`src/rtl/kmsc_pkg.sv`:
```
// Shared types, codes and key map tables for the keypad matrix scanner.
package kmsc_pkg;

  localparam int NUM_MAPPED = 9;
  localparam int POS_W      = 4;

  localparam logic       OP_SAMPLE = 1'b0;
  localparam logic       OP_START  = 1'b1;

  localparam logic [1:0] KIND_EVENT    = 2'd0;
  localparam logic [1:0] KIND_STEP     = 2'd1;
  localparam logic [1:0] KIND_COMPLETE = 2'd2;

  localparam logic [7:0] DRIVE_FIRST = 8'hfe;
  localparam logic [7:0] DRIVE_IDLE  = 8'h00;
  localparam logic [1:0] LAST_COLUMN = 2'd3;

  typedef struct packed {
    logic       op;
    logic [3:0] row_lines;
  } in_req_t;

  typedef struct packed {
    logic [1:0] kind;
    logic [3:0] matrix_index;
    logic [2:0] key_id;
    logic       pressed;
    logic [7:0] column_drive;
    logic       all_released;
    logic       last;
  } out_req_t;

  // Work handed from the front end to the back end.
  typedef struct packed {
    logic        scan_end;
    logic [7:0]  drive;
    logic [15:0] changed;
    logic [15:0] keys;
  } cmd_t;

  // Matrix bit position of each mapped key, in ascending bit order.
  function automatic logic [3:0] map_index(input logic [POS_W-1:0] pos);
    logic [3:0] idx;
    unique case (pos)
      4'd0:    idx = 4'd0;
      4'd1:    idx = 4'd3;
      4'd2:    idx = 4'd5;
      4'd3:    idx = 4'd6;
      4'd4:    idx = 4'd8;
      4'd5:    idx = 4'd9;
      4'd6:    idx = 4'd10;
      4'd7:    idx = 4'd14;
      4'd8:    idx = 4'd15;
      default: idx = 4'd0;
    endcase
    return idx;
  endfunction

  // Dense key id of each mapped key.
  function automatic logic [2:0] map_key(input logic [POS_W-1:0] pos);
    logic [2:0] key;
    unique case (pos)
      4'd0:    key = 3'd0;
      4'd1:    key = 3'd4;
      4'd2:    key = 3'd1;
      4'd3:    key = 3'd6;
      4'd4:    key = 3'd2;
      4'd5:    key = 3'd6;
      4'd6:    key = 3'd3;
      4'd7:    key = 3'd7;
      4'd8:    key = 3'd5;
      default: key = 3'd0;
    endcase
    return key;
  endfunction

endpackage

```
`src/rtl/kmsc_front.sv`:
```
// Front end: accepts requests, tracks the scan state and queues work.
module kmsc_front (
  input  logic              clk,
  input  logic              rst_n,
  input  logic              in_valid,
  input  kmsc_pkg::in_req_t in_req,
  output logic              in_stall,
  input  logic              q_full,
  output logic              q_push,
  output kmsc_pkg::cmd_t    q_push_data
);

  logic [1:0]  col_r, col_nxt;
  logic [15:0] accum_r, accum_nxt;
  logic [15:0] prev_r, prev_nxt;
  logic [15:0] merged;
  logic        accept;

  assign in_stall = q_full;
  assign accept   = in_valid && !q_full;
  assign q_push   = accept;

  always_comb begin
    merged = accum_r;
    merged[{col_r, 2'b00} +: 4] = ~in_req.row_lines;
  end

  always_comb begin
    col_nxt     = col_r;
    accum_nxt   = accum_r;
    prev_nxt    = prev_r;
    q_push_data = '0;
    if (accept) begin
      if (in_req.op == kmsc_pkg::OP_START) begin
        col_nxt           = '0;
        accum_nxt         = '0;
        prev_nxt          = '0;
        q_push_data.drive = kmsc_pkg::DRIVE_FIRST;
      end else if (col_r != kmsc_pkg::LAST_COLUMN) begin
        col_nxt           = col_r + 2'd1;
        accum_nxt         = merged;
        q_push_data.drive = ~(8'd1 << (col_r + 2'd1));
      end else begin
        col_nxt              = '0;
        accum_nxt            = merged;
        prev_nxt             = merged;
        q_push_data.scan_end = 1'b1;
        q_push_data.drive    = kmsc_pkg::DRIVE_IDLE;
        q_push_data.changed  = prev_r ^ merged;
        q_push_data.keys     = merged;
      end
    end
  end

  always_ff @(posedge clk) begin
    if (!rst_n) begin
      col_r   <= '0;
      accum_r <= '0;
      prev_r  <= '0;
    end else begin
      col_r   <= col_nxt;
      accum_r <= accum_nxt;
      prev_r  <= prev_nxt;
    end
  end

endmodule

```
`src/rtl/kmsc_queue.sv`:
```
// Short first-in first-out queue of work between front and back ends.
module kmsc_queue #(
  parameter int DEPTH = 2
) (
  input  logic           clk,
  input  logic           rst_n,
  input  logic           push,
  input  kmsc_pkg::cmd_t push_data,
  output logic           full,
  input  logic           pop,
  output logic           empty,
  output kmsc_pkg::cmd_t pop_data
);

  localparam int PTR_W = (DEPTH > 1) ? $clog2(DEPTH) : 1;
  localparam int CNT_W = $clog2(DEPTH + 1);

  kmsc_pkg::cmd_t   slot_r [DEPTH];
  logic [PTR_W-1:0] wr_ptr_r, rd_ptr_r;
  logic [CNT_W-1:0] count_r;

  assign full     = (count_r == CNT_W'(DEPTH));
  assign empty    = (count_r == '0);
  assign pop_data = slot_r[rd_ptr_r];

  always_ff @(posedge clk) begin
    if (push && !full) begin
      slot_r[wr_ptr_r] <= push_data;
    end
  end

  always_ff @(posedge clk) begin
    if (!rst_n) begin
      wr_ptr_r <= '0;
      rd_ptr_r <= '0;
      count_r  <= '0;
    end else begin
      if (push && !full) begin
        wr_ptr_r <= (wr_ptr_r == PTR_W'(DEPTH - 1)) ? '0 : wr_ptr_r + 1'b1;
      end
      if (pop && !empty) begin
        rd_ptr_r <= (rd_ptr_r == PTR_W'(DEPTH - 1)) ? '0 : rd_ptr_r + 1'b1;
      end
      count_r <= count_r + CNT_W'(push && !full) - CNT_W'(pop && !empty);
    end
  end

  overflow_a: assert property (@(posedge clk) disable iff (!rst_n) !(push && full))
    else $error("queue written while full");
  underflow_a: assert property (@(posedge clk) disable iff (!rst_n) !(pop && empty))
    else $error("queue read while empty");
  count_a: assert property (@(posedge clk) disable iff (!rst_n)
    count_r <= CNT_W'(DEPTH))
    else $error("queue count beyond depth");

endmodule

```
`src/rtl/kmsc_back.sv`:
```
// Back end: turns queued work into result requests through an output register.
module kmsc_back (
  input  logic               clk,
  input  logic               rst_n,
  input  logic               q_empty,
  input  kmsc_pkg::cmd_t     q_data,
  output logic               q_pop,
  output logic               out_valid,
  input  logic               out_stall,
  output kmsc_pkg::out_req_t out_req
);

  typedef enum logic [1:0] {ST_IDLE, ST_STEP, ST_SCAN} state_t;

  state_t                       state_r, state_nxt;
  kmsc_pkg::cmd_t               cmd_r, cmd_nxt;
  logic [kmsc_pkg::POS_W-1:0]   pos_r, pos_nxt;
  logic                         out_valid_r, out_valid_nxt;
  kmsc_pkg::out_req_t           out_req_r, out_req_nxt;
  logic                         out_free;
  logic [3:0]                   bit_idx;

  assign out_free  = !out_valid_r || !out_stall;
  assign bit_idx   = kmsc_pkg::map_index(pos_r);
  assign out_valid = out_valid_r;
  assign out_req   = out_req_r;

  always_comb begin
    state_nxt     = state_r;
    cmd_nxt       = cmd_r;
    pos_nxt       = pos_r;
    out_valid_nxt = out_valid_r && out_stall;
    out_req_nxt   = out_req_r;
    q_pop         = 1'b0;
    unique case (state_r)
      ST_IDLE: begin
        if (!q_empty) begin
          q_pop     = 1'b1;
          cmd_nxt   = q_data;
          pos_nxt   = '0;
          state_nxt = q_data.scan_end ? ST_SCAN : ST_STEP;
        end
      end
      ST_STEP: begin
        if (out_free) begin
          out_valid_nxt            = 1'b1;
          out_req_nxt              = '0;
          out_req_nxt.kind         = kmsc_pkg::KIND_STEP;
          out_req_nxt.column_drive = cmd_r.drive;
          out_req_nxt.last         = 1'b1;
          state_nxt                = ST_IDLE;
        end
      end
      ST_SCAN: begin
        if (pos_r == kmsc_pkg::POS_W'(kmsc_pkg::NUM_MAPPED)) begin
          if (out_free) begin
            out_valid_nxt            = 1'b1;
            out_req_nxt              = '0;
            out_req_nxt.kind         = kmsc_pkg::KIND_COMPLETE;
            out_req_nxt.column_drive = cmd_r.drive;
            out_req_nxt.all_released = (cmd_r.keys == '0);
            out_req_nxt.last         = 1'b1;
            state_nxt                = ST_IDLE;
          end
        end else if (cmd_r.changed[bit_idx]) begin
          if (out_free) begin
            out_valid_nxt            = 1'b1;
            out_req_nxt              = '0;
            out_req_nxt.kind         = kmsc_pkg::KIND_EVENT;
            out_req_nxt.matrix_index = bit_idx;
            out_req_nxt.key_id       = kmsc_pkg::map_key(pos_r);
            out_req_nxt.pressed      = cmd_r.keys[bit_idx];
            pos_nxt                  = pos_r + 1'b1;
          end
        end else begin
          pos_nxt = pos_r + 1'b1;
        end
      end
      default: state_nxt = ST_IDLE;
    endcase
  end

  always_ff @(posedge clk) begin
    if (!rst_n) begin
      state_r     <= ST_IDLE;
      out_valid_r <= 1'b0;
      pos_r       <= '0;
    end else begin
      state_r     <= state_nxt;
      out_valid_r <= out_valid_nxt;
      pos_r       <= pos_nxt;
    end
    cmd_r     <= cmd_nxt;
    out_req_r <= out_req_nxt;
  end

  pos_range_a: assert property (@(posedge clk) disable iff (!rst_n)
    pos_r <= kmsc_pkg::POS_W'(kmsc_pkg::NUM_MAPPED))
    else $error("scan position past the key map");
  pop_idle_a: assert property (@(posedge clk) disable iff (!rst_n)
    q_pop |-> state_r == ST_IDLE)
    else $error("queue popped while busy");
  hold_a: assert property (@(posedge clk) disable iff (!rst_n)
    out_valid_r && out_stall |=> out_valid_r && $stable(out_req_r))
    else $error("stalled result changed");

endmodule

```
`src/rtl/keypad_matrix_scan_change_events_core.sv`:
```
// Top level of the 4x4 keypad matrix scanner with key change events.
//
// The scanner takes one request per column sample (op 0, active-low row lines for the
// current column) or a start command (op 1) that clears the column counter, the scan
// bitmap and the previous bitmap. The front end folds each sample into the bitmap in the
// cycle it is accepted and places one work entry in a short queue; the back end drains
// that queue into a registered result port. Column samples one through three and start
// commands give a single column step result carrying the next active-low column drive.
// The fourth sample closes the scan: the back end walks the nine mapped key positions,
// one per cycle unless an event waits on a stalled result, emits a key event for every
// position whose state changed, and finishes with a scan complete result that drives all
// columns and flags an empty bitmap. Every request's final result has last set. A column
// step passes through a queue pop and then a result load, and a scan end through a pop,
// the nine map positions and the completion; the back-end walk over the key map is the
// longest part. With QUEUE_DEPTH entries of buffering the input stalls only once the
// queue is full, so a new sample is taken while earlier results are still on the way out.
module keypad_matrix_scan_change_events_core #(
  parameter int QUEUE_DEPTH = 2
) (
  input  logic               clk,
  input  logic               rst_n,
  input  logic               in_valid,
  output logic               in_stall,
  input  kmsc_pkg::in_req_t  in_req,
  output logic               out_valid,
  input  logic               out_stall,
  output kmsc_pkg::out_req_t out_req
);

  // Queue handshake between the two halves.
  logic           q_push, q_full, q_pop, q_empty;
  kmsc_pkg::cmd_t q_push_data, q_pop_data;

  // The front end owns the column counter and both bitmaps, so classification waits on the
  // result side only through a full queue.
  kmsc_front u_front (
    .clk         (clk),
    .rst_n       (rst_n),
    .in_valid    (in_valid),
    .in_req      (in_req),
    .in_stall    (in_stall),
    .q_full      (q_full),
    .q_push      (q_push),
    .q_push_data (q_push_data)
  );

  kmsc_queue #(
    .DEPTH (QUEUE_DEPTH)
  ) u_queue (
    .clk       (clk),
    .rst_n     (rst_n),
    .push      (q_push),
    .push_data (q_push_data),
    .full      (q_full),
    .pop       (q_pop),
    .empty     (q_empty),
    .pop_data  (q_pop_data)
  );

  // The back end holds one work entry at a time and owns the output register.
  kmsc_back u_back (
    .clk       (clk),
    .rst_n     (rst_n),
    .q_empty   (q_empty),
    .q_data    (q_pop_data),
    .q_pop     (q_pop),
    .out_valid (out_valid),
    .out_stall (out_stall),
    .out_req   (out_req)
  );

  // Key events are never the final result of a request and carry no column drive.
  event_fields_a: assert property (@(posedge clk) disable iff (!rst_n)
    out_valid && out_req.kind == kmsc_pkg::KIND_EVENT
      |-> !out_req.last && out_req.column_drive == '0 && !out_req.all_released)
    else $error("key event with non-event fields set");

  // A column step drives exactly one column low and always ends its request.
  step_drive_a: assert property (@(posedge clk) disable iff (!rst_n)
    out_valid && out_req.kind == kmsc_pkg::KIND_STEP
      |-> out_req.last && $countones(out_req.column_drive) == 7)
    else $error("column step with a bad drive pattern");

  // Scan completion releases all columns to the idle drive and ends its request.
  complete_a: assert property (@(posedge clk) disable iff (!rst_n)
    out_valid && out_req.kind == kmsc_pkg::KIND_COMPLETE
      |-> out_req.last && out_req.column_drive == kmsc_pkg::DRIVE_IDLE)
    else $error("scan complete with bad fields");

endmodule

```
`config.mk`:
```
export PLATFORM = sky130hd
export DESIGN_NAME = keypad_matrix_scan_change_events_core
export DESIGN_NICKNAME = d
export VERILOG_FILES = /design/src/rtl/kmsc_pkg.sv /design/src/rtl/kmsc_front.sv /design/src/rtl/kmsc_queue.sv /design/src/rtl/kmsc_back.sv /design/src/rtl/keypad_matrix_scan_change_events_core.sv
export SDC_FILE = /design/constraint.sdc
export NUM_CORES = 1
export LEC_CHECK = 0
export BUFFER_PORTS_ARGS = -buffer_cell sky130_fd_sc_hd__buf_4
export CELL_PAD_IN_SITES_DETAIL_PLACEMENT = 1
export CELL_PAD_IN_SITES_GLOBAL_PLACEMENT = 1
export CORE_MARGIN = 2
export CORE_UTILIZATION = 30
export CTS_CLUSTER_DIAMETER = 60
export DETAILED_ROUTE_END_ITERATION = 8
export GPL_TIMING_DRIVEN = 0
export PLACE_DENSITY_LB_ADDON = 0.15
export SKIP_CTS_REPAIR_TIMING = 1
export SYNTH_ARGS = -nofsm -noshare
export SYNTH_HDL_FRONTEND = slang
export SYNTH_HIERARCHICAL = 1
export SYNTH_SLANG_ARGS = --single-unit
```
`constraint.sdc`:
```
create_clock -name clk -period 4.45 [get_ports clk]
set_input_delay 0.445 -clock clk [delete_from_list [all_inputs] [get_ports clk]]
set_output_delay 0.445 -clock clk [all_outputs]
set_load 0.02 [all_outputs]
```
Word-level counts from Yosys, hierarchy flattened
Memory sizes are Yosys's and may differ from the RTL's. A register that Yosys moved wholly into a read port is not among the register bits.
Index checks and enable logic that the tools add are counted.

operators by class
  add/subtract/negate cells = 7
  reductions and logical operators = 19
  shifts and indexed selects = 3
  muxes and demuxes = 49
  magnitude comparators = 1
  eq/ne operators = 13
  bitwise gates (word level) = 4

operators with widths
  cell                      count
  $mux W20                  5
  $mux W32                  2
  $mux W16                  3
  $mux W41                  1
  $pmux W20 S2              1
  $mux W4                   8
  $bwmux W16                1
  $logic_not A16 Y1         1
  $mux W8                   2
  $shift A4 B6 Y16 const A  1
  $shiftx A4 B6 Y16         1
  $xor A16 B16 Y16          1
  $mux W1                   15
  $mux W2                   6
  $bmux W1 S4               2
  $ne A2 B2 Y1 const B      4
  $not A8 Y8                1
  $pmux W4 S2               1
  $reduce_and A4 Y1         2
  $shl A1 B2 Y8 const A     1
  $ne A2 B1 Y1 const B      3
  $neg A4 Y6                1
  $pmux W2 S3               1
  $reduce_and A2 Y1         3
  19 further kinds          29

word-level totals
  memories kept = 3
  register bits after elaboration = 105
  RAM bits = 82
  output and inout port bits = 22
  logic and storage cells = 118
  ROM bits = 112
  input bits = 9

memories
  memory           words  width  read ports  clocked after Yosys merged registers in  write ports  line              text
  u_queue.slot_r   2      41     1           1                                        1            kmsc_queue.sv:18  kmsc_pkg::cmd_t slot_r [DEPTH];
  (no name shown)  16     4      1           1                                        0            kmsc_pkg.sv:44    unique case (pos)
  (no name shown)  16     3      1           1                                        0            kmsc_pkg.sv:62    unique case (pos)

Depth between registers and ports, before layout
  word-level depth = 8
  gate-level depth with buffers = 13
  depth with buffers taken out = 12

By module
The synthesis kept the hierarchy.

by module, submodules not included
  module      area each (um^2)  seq. area each (um^2)  instances  cells each
  kmsc_queue  3419.5            2562.5                 1          154
  kmsc_back   3121.7            2082.0                 1          200
  kmsc_front  2238.4            680.7                  1          269

Least setup slack after synthesis
OpenSTA, ideal clock, no wires.

  path kind = reg2reg
  start = register u_back.state_r[0]
  end = register, netlist name u_back/bit_idx[2]
  period minus slack after synthesis = 3.723 ns
  data arrival time = 3.597 ns
  buffers on the path = 0
  required time = 4.324 ns
  slack = 0.727 ns
  cell stages (with the launch flop) = 10
  cells stage by stage = dfxtp_1 > inv_1 > ha_1 > nor2b_1 > a21boi_0 > nand2_1 > inv_1 > ha_1 > mux2i_1 > o21ai_0

on the way
  longest elaborated chain between the ends = 5

RTL lines
  item                                                     line             text
  start, declared                                          kmsc_back.sv:15  state_t state_r, state_nxt;
  start signal, assigned                                   kmsc_back.sv:89  state_r <= state_nxt;
  $eq A2 B2 Y1 / $logic_not A2 Y1 (equally long branches)  kmsc_back.sv:35  unique case (state_r)
  $ne A3 B2 Y1 (no line), or another cell as far along     n/a
  $reduce_and A4 Y1 (no line)                              n/a
  $mux W4 (no line) * (2 in a row)                         n/a

Every way passes the cells marked *; elsewhere a longest branch is shown, timed or not.
A chain may end at the register's enable or synchronous reset.

Worst setup path in the final report
  start = register u_queue.count_r[0]
  end = memory u_queue/slot_r[0][27] in the netlist's numbering (enable)

on the way
  longest elaborated chain between the ends = 6

RTL lines
  item                           line                                         text
  start, declared                kmsc_queue.sv:20                             logic [CNT_W-1:0] count_r;
  start signal, assigned         kmsc_queue.sv:44                             count_r <= count_r + CNT_W'(push && !full) - CNT_W'(pop && !empty);
  $eq A2 B2 Y1                   kmsc_queue.sv:22                             assign full = (count_r == CNT_W'(DEPTH));
  net q_full                     keypad_matrix_scan_change_events_core.sv:31  logic q_push, q_full, q_pop, q_empty;
  $logic_not A1 Y1               kmsc_front.sv:20                             assign accept = in_valid && !q_full;
  $logic_and A1 B1 Y1            kmsc_front.sv:20
  net q_push                     keypad_matrix_scan_change_events_core.sv:31
  $logic_and A1 B1 Y1            kmsc_queue.sv:27                             if (push && !full) begin
  $mux W1                        kmsc_queue.sv:27
  $mux W1 (not written as such)  kmsc_queue.sv:28                             slot_r[wr_ptr_r] <= push_data;
  end, declared                  kmsc_queue.sv:18

The timed path passes the listed nets, and every way through them passes these cells.

==> flow_summary.json <==
{
  "status": "complete, no violations",
  "ys_ff_latch": 195,
  "final_core_util": 0.3508,
  "io_buffers": 30,
  "synth-warning-count": 6,
  "yosysUniqueCellTypes": 71,
  "fin_crit_ns": 3.237,
  "synth_top_cell_by_area": "edfxtp_1",
  "synth_common_cells": "142 x edfxtp_1, 53 x dfxtp_1, 40 x mux2_4, 32 x nor2_1, 29 x o21ai_0",
  "synth_ff_type": "edfxtp_1",
  "worst_slew_pin_slew_ns": 1.290,
  "dieArea_um2": 30650,
  "syn_inst": 623,
  "synth_edf_count": 142,
  "skew_ns": 0.01084,
  "fin_crit_sh": 0.7273,
  "setup_viol": 0,
  "crit_path_end_kind": "flop",
  "firstDrtPassIters": 4,
  "die_y_um": 175.1,
  "hold_class": "in2reg",
  "critPathKind": "reg2reg",
  "synth_top_area_share": 0.4857,
  "layout_setup_ws_ns": 1.213,
  "netlist_area_um2": 8780,
  "route.detailed.drc": 0,
  "postRouteAntennaNets": 0,
  "final-hold-violation-count": 0,
  "pre_cts_ws_ns": 1.224,
  "arrival_ns": 3.27,
  "grt_max_degree": 42,
  "root_buffer": "clkbuf_16",
  "drt-total-wl_um": 19400,
  "finalWeightedCongestion": 0.7760,
  "drt_iter0_markers": 334,
  "min_path_cells": 2,
  "place_hpwl_um": 14340,
  "htreeDepth": 4,
  "p_leak_uw": 0.003633,
  "peakVddDrop_v": 0.0002290,
  "power_density_nw_per_um2": 601.5,
  "wl_per_cell_um": 18.09,
  "vias": 4987,
  "synth_nets": 649,
  "nFillCells": 3003,
  "grt_pass1_vias": 5445,
  "ys_seq_area_frac": 0.6065,
  "numCtsBuffers": 17,
  "start_util": 0.3051,
  "track_usage": 0.1317,
  "drv_cap": 0,
  "worstPathMaxFanout": 41,
  "drive_gt1_frac": 0.2427,
  "grt_pass1_wl_um": 30620,
  "clockBufferDepth": 2,
  "synthMostInstantiatedCell": "edfxtp_1",
  "path_clk_slew_ns": 0.07,
  "max_freq_ghz": 0.3090,
  "ioPinCount": 31,
  "final_max_slew_viol_count": 0,
  "rows": 62,
  "timing.reg2reg.setup_slack_ns": 1.21,
  "required_ns": 4.49,
  "async_flop_share": 0,
  "core_um2": 28780,
  "avgViaCountPerCell": 4.652,
  "cts.sink_count": 195,
  "nets": 701,
  "fp.dieW_um": 175.1,
  "cp-start-kind": "flop",
  "cts_tree": "done",
  "area_delta_synth_final_pct": 14.98,
  "whs_ns": 0.3878,
  "antenna_cells": 0,
  "rsz0062_at_grt": "false",
  "rr_worst_depth": 8,
  "syn_area_per_cell_um2": 14.09,
  "max_slew_margin": 0.1380,
  "ys_top_cells_by_area": "edfxtp_1 49%, dfxtp_1 12%, mux2_4 6.8%",
  "grt-ovfl-total": 0,
  "clk_latency_ns": 0.43,
  "antenna_found_initial": 0
}
==> stage by stage <==
step / area, µm² / std cells / TNS, ns / total power [µW]
after floorplan: 8780 / 623 / 0 / 4090
after CTS: 10090 / 1072 / 0 / 6177
after detailed placement: 9562 / 1040 / 0 / 4737
after global routing: 10090 / 1072 / 0 / 6393
after global placement: 9485 / 1037 / -7.059 / 4622
final: 10090 / 1072 / 0 / 6072
==> metal layers <==
layer  part of all wire  track usage
met1               0.44       0.1576
met2               0.52       0.2391
met3              0.026      0.02219
met4              0.014      0.04375
met5                  0            0
==> critical path, cell delays in order (launching register included) <==
cell and delay [ns]:
dfxtp_1 0.37, nand2b_1 0.30, inv_1 0.14, nand2b_4 0.16
buf_6 0.15, clkinv_8 0.07, buf_2 0.32, and2_2 0.27
nor2b_4 1.03
==> cell families (layout without fill, tap and decap cells) <==
group | count (synthesis) | in the layout | synth area share
xor gates and xnor gates | 4 | 4 | 0.003991
adders and majority gates | 17 | 17 | 0.02423
AOI/OAI and AO/OA | 107 | 107 | 0.08964
and+or+nand+nor | 174 | 174 | 0.1196
muxes | 69 | 69 | 0.1103
buffers and inverters | 57 | 122 | 0.04575
DFF | 195 | 195 | 0.6065
==> sequential cells by signal, indices dropped and copies added (netlist names), 2 cells and up, named ones only <==
signal           flops
u_back/cmd_r        40
u_back/bit_idx       4
u_back/pos_r         4
u_back/state_r       2
u_back/out_req      20
u_queue/count_r      2
u_front/accum_r     16
u_front/prev_r      16
u_front/col_r        2
u_queue/slot_r      82
==> cells in the final DEF (no fill, tap or decap), types with 9 or more instances in the layout <==
| cell type | netlist | routed |
|---|---|---|
| a21boi_0 | 19 | 19 |
| a31oi_1 | 12 | 12 |
| and2_1 | 13 | 13 |
| buf_2 | 12 | 12 |
| buf_4 | 6 | 36 |
| clkbuf_16 | 0 | 17 |
| dfxtp_1 | 53 | 53 |
| edfxtp_1 | 142 | 142 |
| ha_1 | 17 | 17 |
| inv_1 | 21 | 21 |
| mux2_4 | 40 | 40 |
| mux2i_1 | 21 | 21 |
| nand2_1 | 25 | 25 |
| nand2b_1 | 15 | 15 |
| nand3_1 | 9 | 9 |
| nor2_1 | 32 | 32 |
| nor2b_1 | 25 | 24 |
| nor3_1 | 10 | 10 |
| o21ai_0 | 29 | 29 |
| o2bb2ai_1 | 12 | 12 |
==> where the power goes <==
| group | internal [µW] | total [µW] | switching [µW] |
|---|---|---|---|
| Clock | 729 | 1430 | 700 |
| Sequential | 2620 | 2780 | 166 |
| Combinational | 859 | 1860 | 1000 |
==> layout make-up <==
class	instances	area, µm²	share of cell area
sequential	195	5325	0.5275
multi-input combinational	371	3074	0.3045
tap	384	480.5	0.04760
clock buffer	20	436.7	0.04326
buffer	34	300.3	0.02975
timing repair buffer	33	280.3	0.02776
inverter	23	101.3	0.01004
clock inverter	12	96.34	0.009544
==> path summary, 6_finish.rpt <==
kind                                    startpoint                     to
worst max-delay path            u_queue/count_r[0]  u_queue/slot_r[0][27]
worst min register to register  u_front/accum_r[0]     u_front/accum_r[0]
worst max register to register  u_queue/count_r[0]  u_queue/slot_r[0][27]
worst min-delay path                         rst_n    u_front/accum_r[10]
Power figures use the tool's default switching activity.
